===== config.mk =====
export PLATFORM = sky130hd
export DESIGN_NAME = priority_run_queue_with_affinity
export DESIGN_NICKNAME = d
export VERILOG_FILES = /design/src/design/prq_pkg.sv /design/src/design/priority_run_queue_with_affinity.sv /design/src/design/prq_ctrl.sv /design/src/design/prq_dp.sv
export SDC_FILE = /design/constraint.sdc
export NUM_CORES = 2
export LEC_CHECK = 0
export BUFFER_PORTS_ARGS = -buffer_cell sky130_fd_sc_hd__buf_2
export CORE_MARGIN = 5
export CORE_UTILIZATION = 63
export DETAILED_ROUTE_END_ITERATION = 12
export PLACE_DENSITY = 0.77
export SYNTH_ARGS = -nofsm -noshare
export SYNTH_HDL_FRONTEND = slang
export SYNTH_HIERARCHICAL = 1
export SYNTH_SLANG_ARGS = --single-unit

===== constraint.sdc =====
create_clock -name i_clk -period 6 [get_ports i_clk]
set_input_delay 1.5 -clock i_clk [delete_from_list [all_inputs] [get_ports i_clk]]
set_output_delay 1.5 -clock i_clk [all_outputs]
set_load 0.005 [all_outputs]

===== src/design/prq_pkg.sv =====
// Shared types and codes for the priority run queue.
// Depends on nothing; used by prq_ctrl, prq_dp, the top level, the checker and the testbench.
package prq_pkg;

    localparam int FIELD_W = 6;  // width of slot and level fields on the ports
    localparam int CPU_W   = 4;

    typedef logic [1:0] t_status;
    localparam t_status ST_DONE   = 2'd0;
    localparam t_status ST_NONE   = 2'd1;
    localparam t_status ST_REJECT = 2'd2;

    // Controller to datapath commands
    typedef struct packed {
        logic    cap;
        logic    scan_init;
        logic    scan_sel;
        logic    walk_start;
        logic    walk_next;
        logic    ins_rd;
        logic    ins_wr;
        logic    unlink;
        logic    res_set;
        t_status res_code;
        logic    res_found;
        logic    out_load;
    } t_cmd;

    // Datapath to controller status
    typedef struct packed {
        logic is_pick;
        logic ins_ok;
        logic mask_empty;
        logic eligible;
        logic next_null;
        logic out_free;
        logic bitmap_any;
        logic marks_any;
    } t_stat;

endpackage


===== src/design/priority_run_queue_with_affinity.sv =====
// Top level of the priority run queue with CPU affinity.
// Depends on prq_pkg, prq_ctrl and prq_dp.
//
//  channel   direction  handshake          payload
//  request   in         i_valid / o_ready  i_req_type i_thread_id i_priority_req
//                                          i_target_any i_target_cpu i_cpu_id i_min_prio
//  result    out        o_valid / i_ready  o_status o_picked_thread
//
// An accepted insert goes through decode, tail read, link write and the result stage;
// a rejected insert goes from decode straight to the result stage. A pick scans the
// nonempty levels within its limit, walking each list thread by thread through the
// thread link memory; one that finds none ends when no level is left to scan.
// Reset clears the level bitmap, queued marks and the output valid flag; the link
// memories need no clearing, as the bitmap tells which levels hold a list.
// One request is worked at a time; the next can be taken in the cycle after a result is staged.
// A finished result waits in the output register while the next request is taken, and
// the sequencer holds a further result until the output register frees.
module priority_run_queue_with_affinity import prq_pkg::*; #(
    parameter int NUM_LEVELS  = 64,
    parameter int MAX_THREADS = 64
) (
    input  logic               i_clk,
    input  logic               i_rst_n,
    input  logic               i_valid,
    output logic               o_ready,
    input  logic               i_req_type,
    input  logic [FIELD_W-1:0] i_thread_id,
    input  logic [FIELD_W-1:0] i_priority_req,
    input  logic               i_target_any,
    input  logic [CPU_W-1:0]   i_target_cpu,
    input  logic [CPU_W-1:0]   i_cpu_id,
    input  logic [FIELD_W-1:0] i_min_prio,
    output logic               o_valid,
    input  logic               i_ready,
    output t_status            o_status,
    output logic [FIELD_W-1:0] o_picked_thread
);

    t_cmd  cmd;
    t_stat stat;

    // sequencer: walks each request through its steps
    prq_ctrl u_ctrl (
        .i_clk   (i_clk),
        .i_rst_n (i_rst_n),
        .i_valid (i_valid),
        .o_ready (o_ready),
        .i_stat  (stat),
        .o_cmd   (cmd)
    );

    // datapath: lists, bitmap and result register
    prq_dp #(
        .NUM_LEVELS  (NUM_LEVELS),
        .MAX_THREADS (MAX_THREADS)
    ) u_dp (
        .i_clk           (i_clk),
        .i_rst_n         (i_rst_n),
        .i_req_type      (i_req_type),
        .i_thread_id     (i_thread_id),
        .i_priority_req  (i_priority_req),
        .i_target_any    (i_target_any),
        .i_target_cpu    (i_target_cpu),
        .i_cpu_id        (i_cpu_id),
        .i_min_prio      (i_min_prio),
        .i_out_ready     (i_ready),
        .o_out_valid     (o_valid),
        .o_status        (o_status),
        .o_picked_thread (o_picked_thread),
        .i_cmd           (cmd),
        .o_stat          (stat)
    );

`ifndef SYNTHESIS
    // a bitmap bit is set exactly while some thread is queued
    a_bitmap_marks: assert property (@(posedge i_clk) disable iff (!i_rst_n)
        stat.bitmap_any == stat.marks_any)
        else $error("level bitmap disagrees with queued marks");

    // an accepted request closes the input until its result is staged
    a_one_in_flight: assert property (@(posedge i_clk) disable iff (!i_rst_n)
        (i_valid && o_ready) |=> !o_ready)
        else $error("request accepted while another is in flight");

    // only an eligible thread is ever unlinked
    a_unlink_eligible: assert property (@(posedge i_clk) disable iff (!i_rst_n)
        cmd.unlink |-> stat.eligible)
        else $error("unlink of an ineligible thread");
`endif

endmodule


===== src/design/prq_ctrl.sv =====
// Sequencer for insert and pick requests.
// Depends on prq_pkg; drives t_cmd into prq_dp and reads t_stat back.
module prq_ctrl import prq_pkg::*; (
    input  logic  i_clk,
    input  logic  i_rst_n,
    input  logic  i_valid,
    output logic  o_ready,
    input  t_stat i_stat,
    output t_cmd  o_cmd
);

    localparam logic [3:0] S_IDLE   = 4'd0;
    localparam logic [3:0] S_DECODE = 4'd1;
    localparam logic [3:0] S_INS_RD = 4'd2;
    localparam logic [3:0] S_INS_WR = 4'd3;
    localparam logic [3:0] S_SCAN   = 4'd4;
    localparam logic [3:0] S_HEAD   = 4'd5;
    localparam logic [3:0] S_WALK   = 4'd6;
    localparam logic [3:0] S_UNLINK = 4'd7;
    localparam logic [3:0] S_RESP   = 4'd8;

    logic [3:0] r_state;
    logic [3:0] n_state;

    assign o_ready = (r_state == S_IDLE);

    always_comb begin
        o_cmd   = '0;
        n_state = r_state;
        unique case (r_state)
            S_IDLE: begin
                if (i_valid) begin
                    o_cmd.cap = 1'b1;
                    n_state   = S_DECODE;
                end
            end
            S_DECODE: begin
                if (i_stat.is_pick) begin
                    o_cmd.scan_init = 1'b1;
                    n_state         = S_SCAN;
                end else if (i_stat.ins_ok) begin
                    n_state = S_INS_RD;
                end else begin
                    o_cmd.res_set  = 1'b1;
                    o_cmd.res_code = ST_REJECT;
                    n_state        = S_RESP;
                end
            end
            S_INS_RD: begin
                o_cmd.ins_rd = 1'b1;
                n_state      = S_INS_WR;
            end
            S_INS_WR: begin
                o_cmd.ins_wr   = 1'b1;
                o_cmd.res_set  = 1'b1;
                o_cmd.res_code = ST_DONE;
                n_state        = S_RESP;
            end
            S_SCAN: begin
                if (i_stat.mask_empty) begin
                    o_cmd.res_set  = 1'b1;
                    o_cmd.res_code = ST_NONE;
                    n_state        = S_RESP;
                end else begin
                    o_cmd.scan_sel = 1'b1;
                    n_state        = S_HEAD;
                end
            end
            S_HEAD: begin
                o_cmd.walk_start = 1'b1;
                n_state          = S_WALK;
            end
            S_WALK: begin
                if (i_stat.eligible) begin
                    n_state = S_UNLINK;
                end else if (i_stat.next_null) begin
                    n_state = S_SCAN;
                end else begin
                    o_cmd.walk_next = 1'b1;
                end
            end
            S_UNLINK: begin
                o_cmd.unlink    = 1'b1;
                o_cmd.res_set   = 1'b1;
                o_cmd.res_code  = ST_DONE;
                o_cmd.res_found = 1'b1;
                n_state         = S_RESP;
            end
            S_RESP: begin
                if (i_stat.out_free) begin
                    o_cmd.out_load = 1'b1;
                    n_state        = S_IDLE;
                end
            end
            default: n_state = S_IDLE;
        endcase
    end

    always_ff @(posedge i_clk) begin
        if (!i_rst_n) begin
            r_state <= S_IDLE;
        end else begin
            r_state <= n_state;
        end
    end

endmodule


===== src/design/prq_dp.sv =====
// Datapath: request registers, level and thread memories, bitmap, result register.
// Depends on prq_pkg; commanded by prq_ctrl.
module prq_dp import prq_pkg::*; #(
    parameter int NUM_LEVELS  = 64,
    parameter int MAX_THREADS = 64
) (
    input  logic               i_clk,
    input  logic               i_rst_n,
    input  logic               i_req_type,
    input  logic [FIELD_W-1:0] i_thread_id,
    input  logic [FIELD_W-1:0] i_priority_req,
    input  logic               i_target_any,
    input  logic [CPU_W-1:0]   i_target_cpu,
    input  logic [CPU_W-1:0]   i_cpu_id,
    input  logic [FIELD_W-1:0] i_min_prio,
    input  logic               i_out_ready,
    output logic               o_out_valid,
    output t_status            o_status,
    output logic [FIELD_W-1:0] o_picked_thread,
    input  t_cmd               i_cmd,
    output t_stat              o_stat
);

    localparam int LVL_W  = $clog2(NUM_LEVELS);
    localparam int SLOT_W = $clog2(MAX_THREADS);
    localparam int LINK_W = SLOT_W + 1;  // top bit marks a null link
    localparam int AFF_W  = CPU_W + 1;   // top bit is the any-CPU flag

    localparam logic [LINK_W-1:0] NULL_LINK = {1'b1, {SLOT_W{1'b0}}};

    // request registers
    logic              r_pick;
    logic              r_tid_ok;
    logic [SLOT_W-1:0] r_tid;
    logic [LVL_W-1:0]  r_lvl;
    logic [AFF_W-1:0]  r_aff;
    logic [CPU_W-1:0]  r_cpu;
    logic [LVL_W-1:0]  r_lim;

    // queue state
    logic [NUM_LEVELS-1:0]  r_bitmap;
    logic [MAX_THREADS-1:0] r_mark;
    logic [NUM_LEVELS-1:0]  r_mask;
    logic [LVL_W-1:0]       r_lvl_sel;
    logic [SLOT_W-1:0]      r_cur;

    // memories and their registered read data
    logic [LINK_W-1:0] head_mem [NUM_LEVELS];
    logic [LINK_W-1:0] tail_mem [NUM_LEVELS];
    logic [LINK_W-1:0] next_mem [MAX_THREADS];
    logic [LINK_W-1:0] prev_mem [MAX_THREADS];
    logic [AFF_W-1:0]  aff_mem  [MAX_THREADS];
    logic [LINK_W-1:0] r_head_rd;
    logic [LINK_W-1:0] r_tail_rd;
    logic [LINK_W-1:0] r_next_rd;
    logic [LINK_W-1:0] r_prev_rd;
    logic [AFF_W-1:0]  r_aff_rd;

    // result
    t_status            r_res_status;
    logic [FIELD_W-1:0] r_res_pick;
    logic               r_out_valid;
    t_status            r_out_status;
    logic [FIELD_W-1:0] r_out_pick;

    logic [NUM_LEVELS-1:0] lim_mask;
    logic [NUM_LEVELS-1:0] lowest;
    logic [LVL_W-1:0]      sel_lvl;
    logic [SLOT_W-1:0]     rd_addr;
    logic                  tail_live;
    logic                  pv_null;
    logic                  nx_null;

    assign tail_live = r_bitmap[r_lvl];
    assign pv_null   = r_prev_rd[SLOT_W];
    assign nx_null   = r_next_rd[SLOT_W];

    // lowest candidate level in the scan mask
    assign lowest = r_mask & (~r_mask + NUM_LEVELS'(1));

    always_comb begin
        lim_mask = '0;
        sel_lvl  = '0;
        for (int i = 0; i < NUM_LEVELS; i++) begin
            lim_mask[i] = (i <= int'(r_lim));
            if (lowest[i]) sel_lvl = sel_lvl | LVL_W'(i);
        end
    end

    always_comb begin
        if (i_cmd.walk_start)     rd_addr = r_head_rd[SLOT_W-1:0];
        else if (i_cmd.walk_next) rd_addr = r_next_rd[SLOT_W-1:0];
        else                      rd_addr = r_cur;
    end

    // capture request, clamping level and limit
    always_ff @(posedge i_clk) begin
        if (i_cmd.cap) begin
            r_pick   <= i_req_type;
            r_tid_ok <= (int'(i_thread_id) < MAX_THREADS);
            r_tid    <= SLOT_W'(i_thread_id);
            r_lvl    <= (int'(i_priority_req) >= NUM_LEVELS) ? LVL_W'(NUM_LEVELS - 1)
                                                             : LVL_W'(i_priority_req);
            r_lim    <= (int'(i_min_prio) >= NUM_LEVELS) ? LVL_W'(NUM_LEVELS - 1)
                                                         : LVL_W'(i_min_prio);
            r_aff    <= {i_target_any, i_target_cpu};
            r_cpu    <= i_cpu_id;
        end
        if (i_cmd.scan_init) r_mask <= r_bitmap & lim_mask;
        else if (i_cmd.scan_sel) r_mask <= r_mask & ~lowest;
        if (i_cmd.scan_sel) r_lvl_sel <= sel_lvl;
        if (i_cmd.walk_start || i_cmd.walk_next) r_cur <= rd_addr;
    end

    // level memories
    always_ff @(posedge i_clk) begin
        r_head_rd <= head_mem[sel_lvl];
        r_tail_rd <= tail_mem[r_lvl];
        if (i_cmd.ins_wr && !tail_live) head_mem[r_lvl] <= {1'b0, r_tid};
        else if (i_cmd.unlink && pv_null) head_mem[r_lvl_sel] <= r_next_rd;
        if (i_cmd.ins_wr) tail_mem[r_lvl] <= {1'b0, r_tid};
        else if (i_cmd.unlink && nx_null) tail_mem[r_lvl_sel] <= r_prev_rd;
    end

    // thread memories
    always_ff @(posedge i_clk) begin
        r_next_rd <= next_mem[rd_addr];
        r_prev_rd <= prev_mem[rd_addr];
        r_aff_rd  <= aff_mem[rd_addr];
        if (i_cmd.ins_rd) next_mem[r_tid] <= NULL_LINK;
        else if (i_cmd.ins_wr && tail_live) next_mem[r_tail_rd[SLOT_W-1:0]] <= {1'b0, r_tid};
        else if (i_cmd.unlink && !pv_null) next_mem[r_prev_rd[SLOT_W-1:0]] <= r_next_rd;
        if (i_cmd.ins_wr) prev_mem[r_tid] <= tail_live ? r_tail_rd : NULL_LINK;
        else if (i_cmd.unlink && !nx_null) prev_mem[r_next_rd[SLOT_W-1:0]] <= r_prev_rd;
        if (i_cmd.ins_wr) aff_mem[r_tid] <= r_aff;
    end

    // bitmap, queued marks, output register
    always_ff @(posedge i_clk) begin
        if (!i_rst_n) begin
            r_bitmap    <= '0;
            r_mark      <= '0;
            r_out_valid <= 1'b0;
        end else begin
            if (i_cmd.ins_wr) begin
                r_bitmap[r_lvl] <= 1'b1;
                r_mark[r_tid]   <= 1'b1;
            end
            if (i_cmd.unlink) begin
                r_mark[r_cur] <= 1'b0;
                if (pv_null && nx_null) r_bitmap[r_lvl_sel] <= 1'b0;
            end
            if (i_cmd.out_load) r_out_valid <= 1'b1;
            else if (i_out_ready) r_out_valid <= 1'b0;
        end
    end

    always_ff @(posedge i_clk) begin
        if (i_cmd.res_set) begin
            r_res_status <= i_cmd.res_code;
            r_res_pick   <= i_cmd.res_found ? FIELD_W'(r_cur) : '0;
        end
        if (i_cmd.out_load) begin
            r_out_status <= r_res_status;
            r_out_pick   <= r_res_pick;
        end
    end

    assign o_out_valid     = r_out_valid;
    assign o_status        = r_out_status;
    assign o_picked_thread = r_out_pick;

    assign o_stat.is_pick    = r_pick;
    assign o_stat.ins_ok     = r_tid_ok && !r_mark[r_tid];
    assign o_stat.mask_empty = (r_mask == '0);
    assign o_stat.eligible   = r_aff_rd[CPU_W] || (r_aff_rd[CPU_W-1:0] == r_cpu);
    assign o_stat.next_null  = nx_null;
    assign o_stat.out_free   = !r_out_valid || i_out_ready;
    assign o_stat.bitmap_any = |r_bitmap;
    assign o_stat.marks_any  = |r_mark;

endmodule


# Yosys cells after proc, flatten, opt, wreduce, memory -nomap -nowiden
# Memory sizes are Yosys's and may differ from the RTL's. A register that Yosys moved wholly into a read port is not among the register bits.
# Index checks and enable logic that the tools add are counted.
[totals] ff_bits=253 mem_bits_rw=2112 input_bits=32 out_inout_bits=10 wordCells=328 memories=5
[mem_list] name="u_dp.head_mem" words=64 word_bits=7 rd=1 rd_clocked_by_memory_dff=1 wr=1 line_no="prq_dp.sv:48" source="logic [LINK_W-1:0] head_mem [NUM_LEVELS];"
[mem_list] name="u_dp.next_mem" words=64 word_bits=7 rd=1 rd_clocked_by_memory_dff=1 wr=1 line_no="prq_dp.sv:50" source="logic [LINK_W-1:0] next_mem [MAX_THREADS];"
[mem_list] name="u_dp.prev_mem" words=64 word_bits=7 rd=1 rd_clocked_by_memory_dff=1 wr=1 line_no="prq_dp.sv:51" source="logic [LINK_W-1:0] prev_mem [MAX_THREADS];"
[mem_list] name="u_dp.tail_mem" words=64 word_bits=7 rd=1 rd_clocked_by_memory_dff=1 wr=1 line_no="prq_dp.sv:49" source="logic [LINK_W-1:0] tail_mem [NUM_LEVELS];"
[mem_list] name="u_dp.aff_mem" words=64 word_bits=5 rd=1 rd_clocked_by_memory_dff=1 wr=1 line_no="prq_dp.sv:52" source="logic [AFF_W-1:0] aff_mem [MAX_THREADS];"
[classes] n_addsub=1 magnitude_cmp=71 eq_ne=13 mux=182 n_bitwise=11 n_reduce_logical=28
[ops] operator="$mux W64" count=14
[ops] operator="$and A64 B64 Y64" count=5
[ops] operator="$not A64 Y64" count=4
[ops] operator="$mux W6" count=40
[ops] operator="$le A6 B6 Y1 const A" count=32
[ops] operator="$or A64 B64 Y64" count=2
[ops] operator="$le A5 B6 Y1 const A" count=16
[ops] operator="$mux W4" count=24
[ops] operator="$mux W5" count=16
[ops] operator="$add A64 B1 Y64 const B" count=1
[ops] operator="$logic_not A64 Y1" count=1
[ops] operator="$mux W1" count=61
[ops] operator="$le A4 B6 Y1 const A" count=8
[ops] operator="$mux W7" count=6
[ops] operator="$reduce_or A7 Y1" count=5
[ops] operator="$mux W3" count=11
[ops] operator="$pmux W4 S8" count=1
[ops] operator="$lt A6 B7 Y1 const B" count=4
[ops] operator="$demux W1 S6" count=4
[ops] operator="$ge A6 B1 Y1 const B" count=4
[ops] operator="$le A3 B6 Y1 const A" count=4
[ops] operator="$eq A4 B3 Y1 const B" count=4
[ops] operator="$bmux W1 S6" count=2
[ops] operator="$le A2 B6 Y1 const A" count=2
[ops] operator="17 further kinds" count=35

# Depth between registers and ports, before layout
[logic_depth] word_depth=66 mapped_depth=18 ltp_nobuf=12

# Modules after synthesis
# Netlist, hierarchy kept.
[by_module_without_submodules] mod="prq_dp" n_inst=1 cells_each=5887 area_each_um2=94818.4 seq_area_each_um2=68325.5
[by_module_without_submodules] mod="prq_ctrl" n_inst=1 cells_each=52 area_each_um2=381.6 seq_area_each_um2=80.1

# Worst setup path after synthesis
# OpenSTA, ideal clock, no wires.
[synth_path] path_type="reg-to-reg" startpoint="register u_dp.r_lvl[1]" endpoint="memory u_dp/next_mem[0][6] (netlist bit), data pin" setup_ps=548 arrival_time_ps=4452 required_time_ps=5452 setup_slack_ps=1000 stages_incl_launch_ff=12 path_buffers=4 synth_period_minus_slack_ps=5000 cell_sequence="edfxtp_1 > buf_4 > mux2_4 > a2bb2oi_2 > o221ai_1 > a221o_1 > or4b_4 > buf_6 > and3_1 > buf_6 > buf_2 > a21oi_1"
[synth_via] elab_chain_cells=9 word_cells_on_any_way=13 classes_between="mux (10); reduce/logical (3)"
[synth_rtl] element="start, declared" line_no="prq_dp.sv:35" source="logic [LVL_W-1:0] r_lvl;"
[synth_rtl] element="start signal, assigned" line_no="prq_dp.sv:102" source="r_lvl <= (int'(i_priority_req) >= NUM_LEVELS) ? LVL_W'(NUM_LEVELS - 1)"
[synth_rtl] element="$bmux W1 S6 (*)" line_no="prq_dp.sv:74" source="assign tail_live = r_bitmap[r_lvl];"
[synth_rtl] element="$mux W1 (implied by the code) (*)" line_no="prq_dp.sv:74"
[synth_rtl] element="$logic_and A1 B1 Y1 (*)" line_no="prq_dp.sv:131" source="else if (i_cmd.ins_wr && tail_live) next_mem[r_tail_rd[SLOT_W-1:0]] <= {1'b0, r_tid};"
[synth_rtl] element="$mux W1" line_no="prq_dp.sv:131"
[synth_rtl] element="$mux W1" line_no="prq_dp.sv:130" source="if (i_cmd.ins_rd) next_mem[r_tid] <= NULL_LINK;"
[synth_rtl] element="$mux W1 (implied by the code)" line_no="prq_dp.sv:131"
[synth_rtl] element="$reduce_or A7 Y1 (no source line)"
[synth_rtl] element="$mux W7 (no source line)"
[synth_rtl] element="$mux W7 (no source line) (*)"
[synth_rtl] element="end, declared" line_no="prq_dp.sv:50"
# Mark *: on every way between the ends. The rest lies on a longest branch, timed or not. The select of a mux whose other input is x is not followed.

# Final worst setup path
[layout_path] startpoint="register u_dp.r_lvl[2]" endpoint="memory u_dp/next_mem[10][1] (netlist bit), enable pin"
[layout_via] elab_chain_cells=9 word_cells_on_any_way=15 classes_between="mux (12); reduce/logical (3)"
[layout_rtl] element="$bmux W1 S6 (*)" line_no="prq_dp.sv:74"
[layout_rtl] element="$mux W1 (implied by the code) (*)" line_no="prq_dp.sv:74"
[layout_rtl] element="$logic_and A1 B1 Y1 (*)" line_no="prq_dp.sv:131"
[layout_rtl] element="$mux W1" line_no="prq_dp.sv:131"
[layout_rtl] element="$mux W1" line_no="prq_dp.sv:130"
[layout_rtl] element="$mux W1 (implied by the code)" line_no="prq_dp.sv:131"
[layout_rtl] element="$reduce_or A7 Y1 (no source line)"
[layout_rtl] element="$mux W6 (no source line) / $mux W1 (equally long branches) (2 in series)"
# Marked as above.

==> flow_summary.json <==
{
  "clk_pin_slew_ns": 0.07,
  "fmax_mhz": 176,
  "syn_to_final_growth_pct": 10.6,
  "num_rows": 142,
  "drt_first_pass_iters": 8,
  "antenna_found_initial": 13,
  "maxCapViolations": 0,
  "worst_ep_required_time_ns": 6.47,
  "total_power_mw": 34.2,
  "crit_type": "flip-flop to flip-flop",
  "final_area_um2": 105000,
  "path_buf_inv": 2,
  "cts_hold_buf": 0,
  "clock-root-buffer": "clkbuf_16",
  "grt_max_degree": 97,
  "dp_cells": 7738,
  "syn_area_um2": 94900,
  "clock_skew_ns": 0.0556,
  "period_needed_ns": 5.69,
  "place_area_um2": 97700,
  "crit_slowest_cell": "edfxtp_1",
  "cts_num_sinks": 2333,
  "hold_viol": 0,
  "hpwl_um": 156000,
  "vias": 57616,
  "worstReg2RegEnd": "u_dp/next_mem[10][1]",
  "drt_iter0_markers": 8996,
  "layout-drive-gt1-share": 0.175,
  "grt_pass1_vias": 55804,
  "cts_tree": "done",
  "fin_cells": 8150,
  "cts_max_path_buffers": 3,
  "crit_cells": 11,
  "start_kind": "flip-flop",
  "drv_slew": 0,
  "numCtsBuffers": 217,
  "syn_inst": 5897,
  "io_pins": 42,
  "p_leak_nw": 34.1,
  "worstSetupEndpoint": "u_dp/next_mem[10][1]",
  "h-tree-depth": 4,
  "initial_core_util": 0.634,
  "critical_path.max_fanout": 22,
  "r2r_cells": 11,
  "syn-num-nets": 5929,
  "rsz0062_at_grt": "false",
  "setup_viol": 0,
  "die_area_um2": 159000,
  "relSlewSlack": 0.0910,
  "period_share": 0.949,
  "ctsResizeCount": 0,
  "die_w_um": 398,
  "status": "completed",
  "finalWirelength_um": 251000,
  "antenna_left": 0,
  "avgViaCountPerCell": 7.07,
  "nFillCells": 9209,
  "critPathMaxStageDelay_ns": 1.02,
  "r2r_start": "u_dp/r_lvl[2]",
  "whs_ns": 0.453,
  "power_density_nw_per_um2": 326,
  "die_h_um": 398,
  "drc": 0,
  "postCtsSetupBuffers": 0,
  "worstSetupStartpoint": "u_dp/r_lvl[2]",
  "grt_pass1_wl_um": 369000,
  "r2r_slack_ns": 0.31,
  "gp_congestion": 1.01,
  "overflow": 0,
  "cpLargestDelayFamily": "simple AND/OR/NAND/NOR gates",
  "fin_nets": 5974,
  "grt_usage": 0.315,
  "crit_chain": "buf_4, mux2_2, a221oi_1, o22a_1, o22ai_1, or4b_4, a2111oi_4, inv_2, o221ai_2, nand2_1, nor2_1",
  "min_path_type": "flip-flop to flip-flop",
  "worst_pin_slew_ns": 1.36,
  "yosys_warnings": 6,
  "crit_path_end_kind": "flip-flop",
  "insertion_delay_ns": 0.87,
  "cp_data_arrival_time_ns": 6.17,
  "wire_per_inst_um": 30.8,
  "fin_tns_setup_ns": 0,
  "synth_area_per_cell_um2": 16.1,
  "port_buffers": 41,
  "core_um2": 150000,
  "ir_drop_mv": 0.293
}
[metrics by stage]
stage                util  worst slack [ns]
finish              0.701             0.306
global route        0.701             0.151
CTS                 0.701             0.416
detailed placement  0.652             0.451
global placement    0.652             0.544
floorplan               -              1.00
[layout by cell type (no fill, tap or decap), types with 39 or more instances in the layout]
master / instances
mux4_2: 314
and2_1: 83
nand2_1: 492
o221a_2: 95
o22ai_1: 42
edfxtp_1: 2168
buf_2: 40
inv_1: 41
a21oi_1: 136
o21ai_0: 63
mux2i_1: 215
clkbuf_16: 220
nand3_1: 135
clkbuf_1: 40
nor3_1: 59
dfxtp_1: 165
nand4_1: 88
buf_4: 130
a211oi_1: 99
clkinv_1: 39
nor4_1: 44
a22oi_1: 220
nor2_1: 433
[layout make-up]
| type | instances | area, µm² | area share |
|---|---|---|---|
| clock buffer | 278 | 5890 | 0.0561 |
| sequential | 2333 | 68400 | 0.652 |
| tap | 2016 | 2520 | 0.0240 |
| inverter | 50 | 194 | 0.00185 |
| clock inverter | 127 | 1370 | 0.0130 |
| timing repair buffer | 191 | 1580 | 0.0151 |
| multi-input combinational | 3149 | 25000 | 0.238 |
| antenna | 6 | 15.0 | 0.000143 |
[registers in the layout (all words and copies together) (netlist names), 6 cells and up]
signal and flops:
u_dp/aff_mem 320, u_dp/head_mem 384, u_dp/next_mem 448, u_dp/o_picked_thread 6, u_dp/prev_mem 448, u_dp/r_bitmap 64, u_dp/r_cur 6, u_dp/r_head_rd 6
u_dp/r_lim 6, u_dp/r_lvl 6, u_dp/r_lvl_sel 6, u_dp/r_mark 64, u_dp/r_mask 64, u_dp/r_next_rd 7, u_dp/r_prev_rd 7, u_dp/r_res_pick 6
u_dp/r_tail_rd 7, u_dp/r_tid 6, u_dp/tail_mem 448
[worst reg2reg max path, stage by stage (launching register included)]
cell,delay (ns)
edfxtp_1,1.02
buf_4,0.32
mux2_2,0.35
a221oi_1,0.27
o22a_1,0.19
o22ai_1,0.08
or4b_4,0.62
a2111oi_4,0.68
inv_2,0.19
o221ai_2,0.39
nand2_1,0.48
nor2_1,0.72
[how the worst min path moves through the flow]
stage | from | endpoint | slack, ns | depth (start not counted)
3_5_place_dp | u_dp/r_res_status[1] | u_dp/o_status[1] | 0.41 | 0
2_1_floorplan | u_dp/r_res_pick[0] | u_dp/o_picked_thread[0] | 0.40 | 0
5_1_grt | u_dp/r_res_status[0] | u_dp/o_status[0] | 0.46 | 0
6_report | u_dp/r_res_status[1] | u_dp/o_status[1] | 0.45 | 0
4_1_cts | u_dp/r_res_status[0] | u_dp/o_status[0] | 0.46 | 0
3_3_place_gp | u_dp/r_res_status[0] | u_dp/o_status[0] | 0.43 | 0
[where the power goes]
| group | internal (mW) | leakage (nW) | switching (mW) |
|---|---|---|---|
| logic | 0.586 | 8.44 | 1.46 |
| registers | 18.0 | 22.2 | 0.245 |
| clock network | 7.84 | 3.50 | 6.04 |
| total | 26.4 | 34.1 | 7.75 |
[routing by layer]
metal  part of all wire  vias to the layer above  track usage
met2               0.47                     4170        0.486
li1                   -                    23796            -
met3               0.12                      682       0.0752
met1               0.37                    28956        0.447
met5            0.00031                        -            0
met4              0.042                       12        0.116
Note: power is estimated with default switching activity, not from simulation.
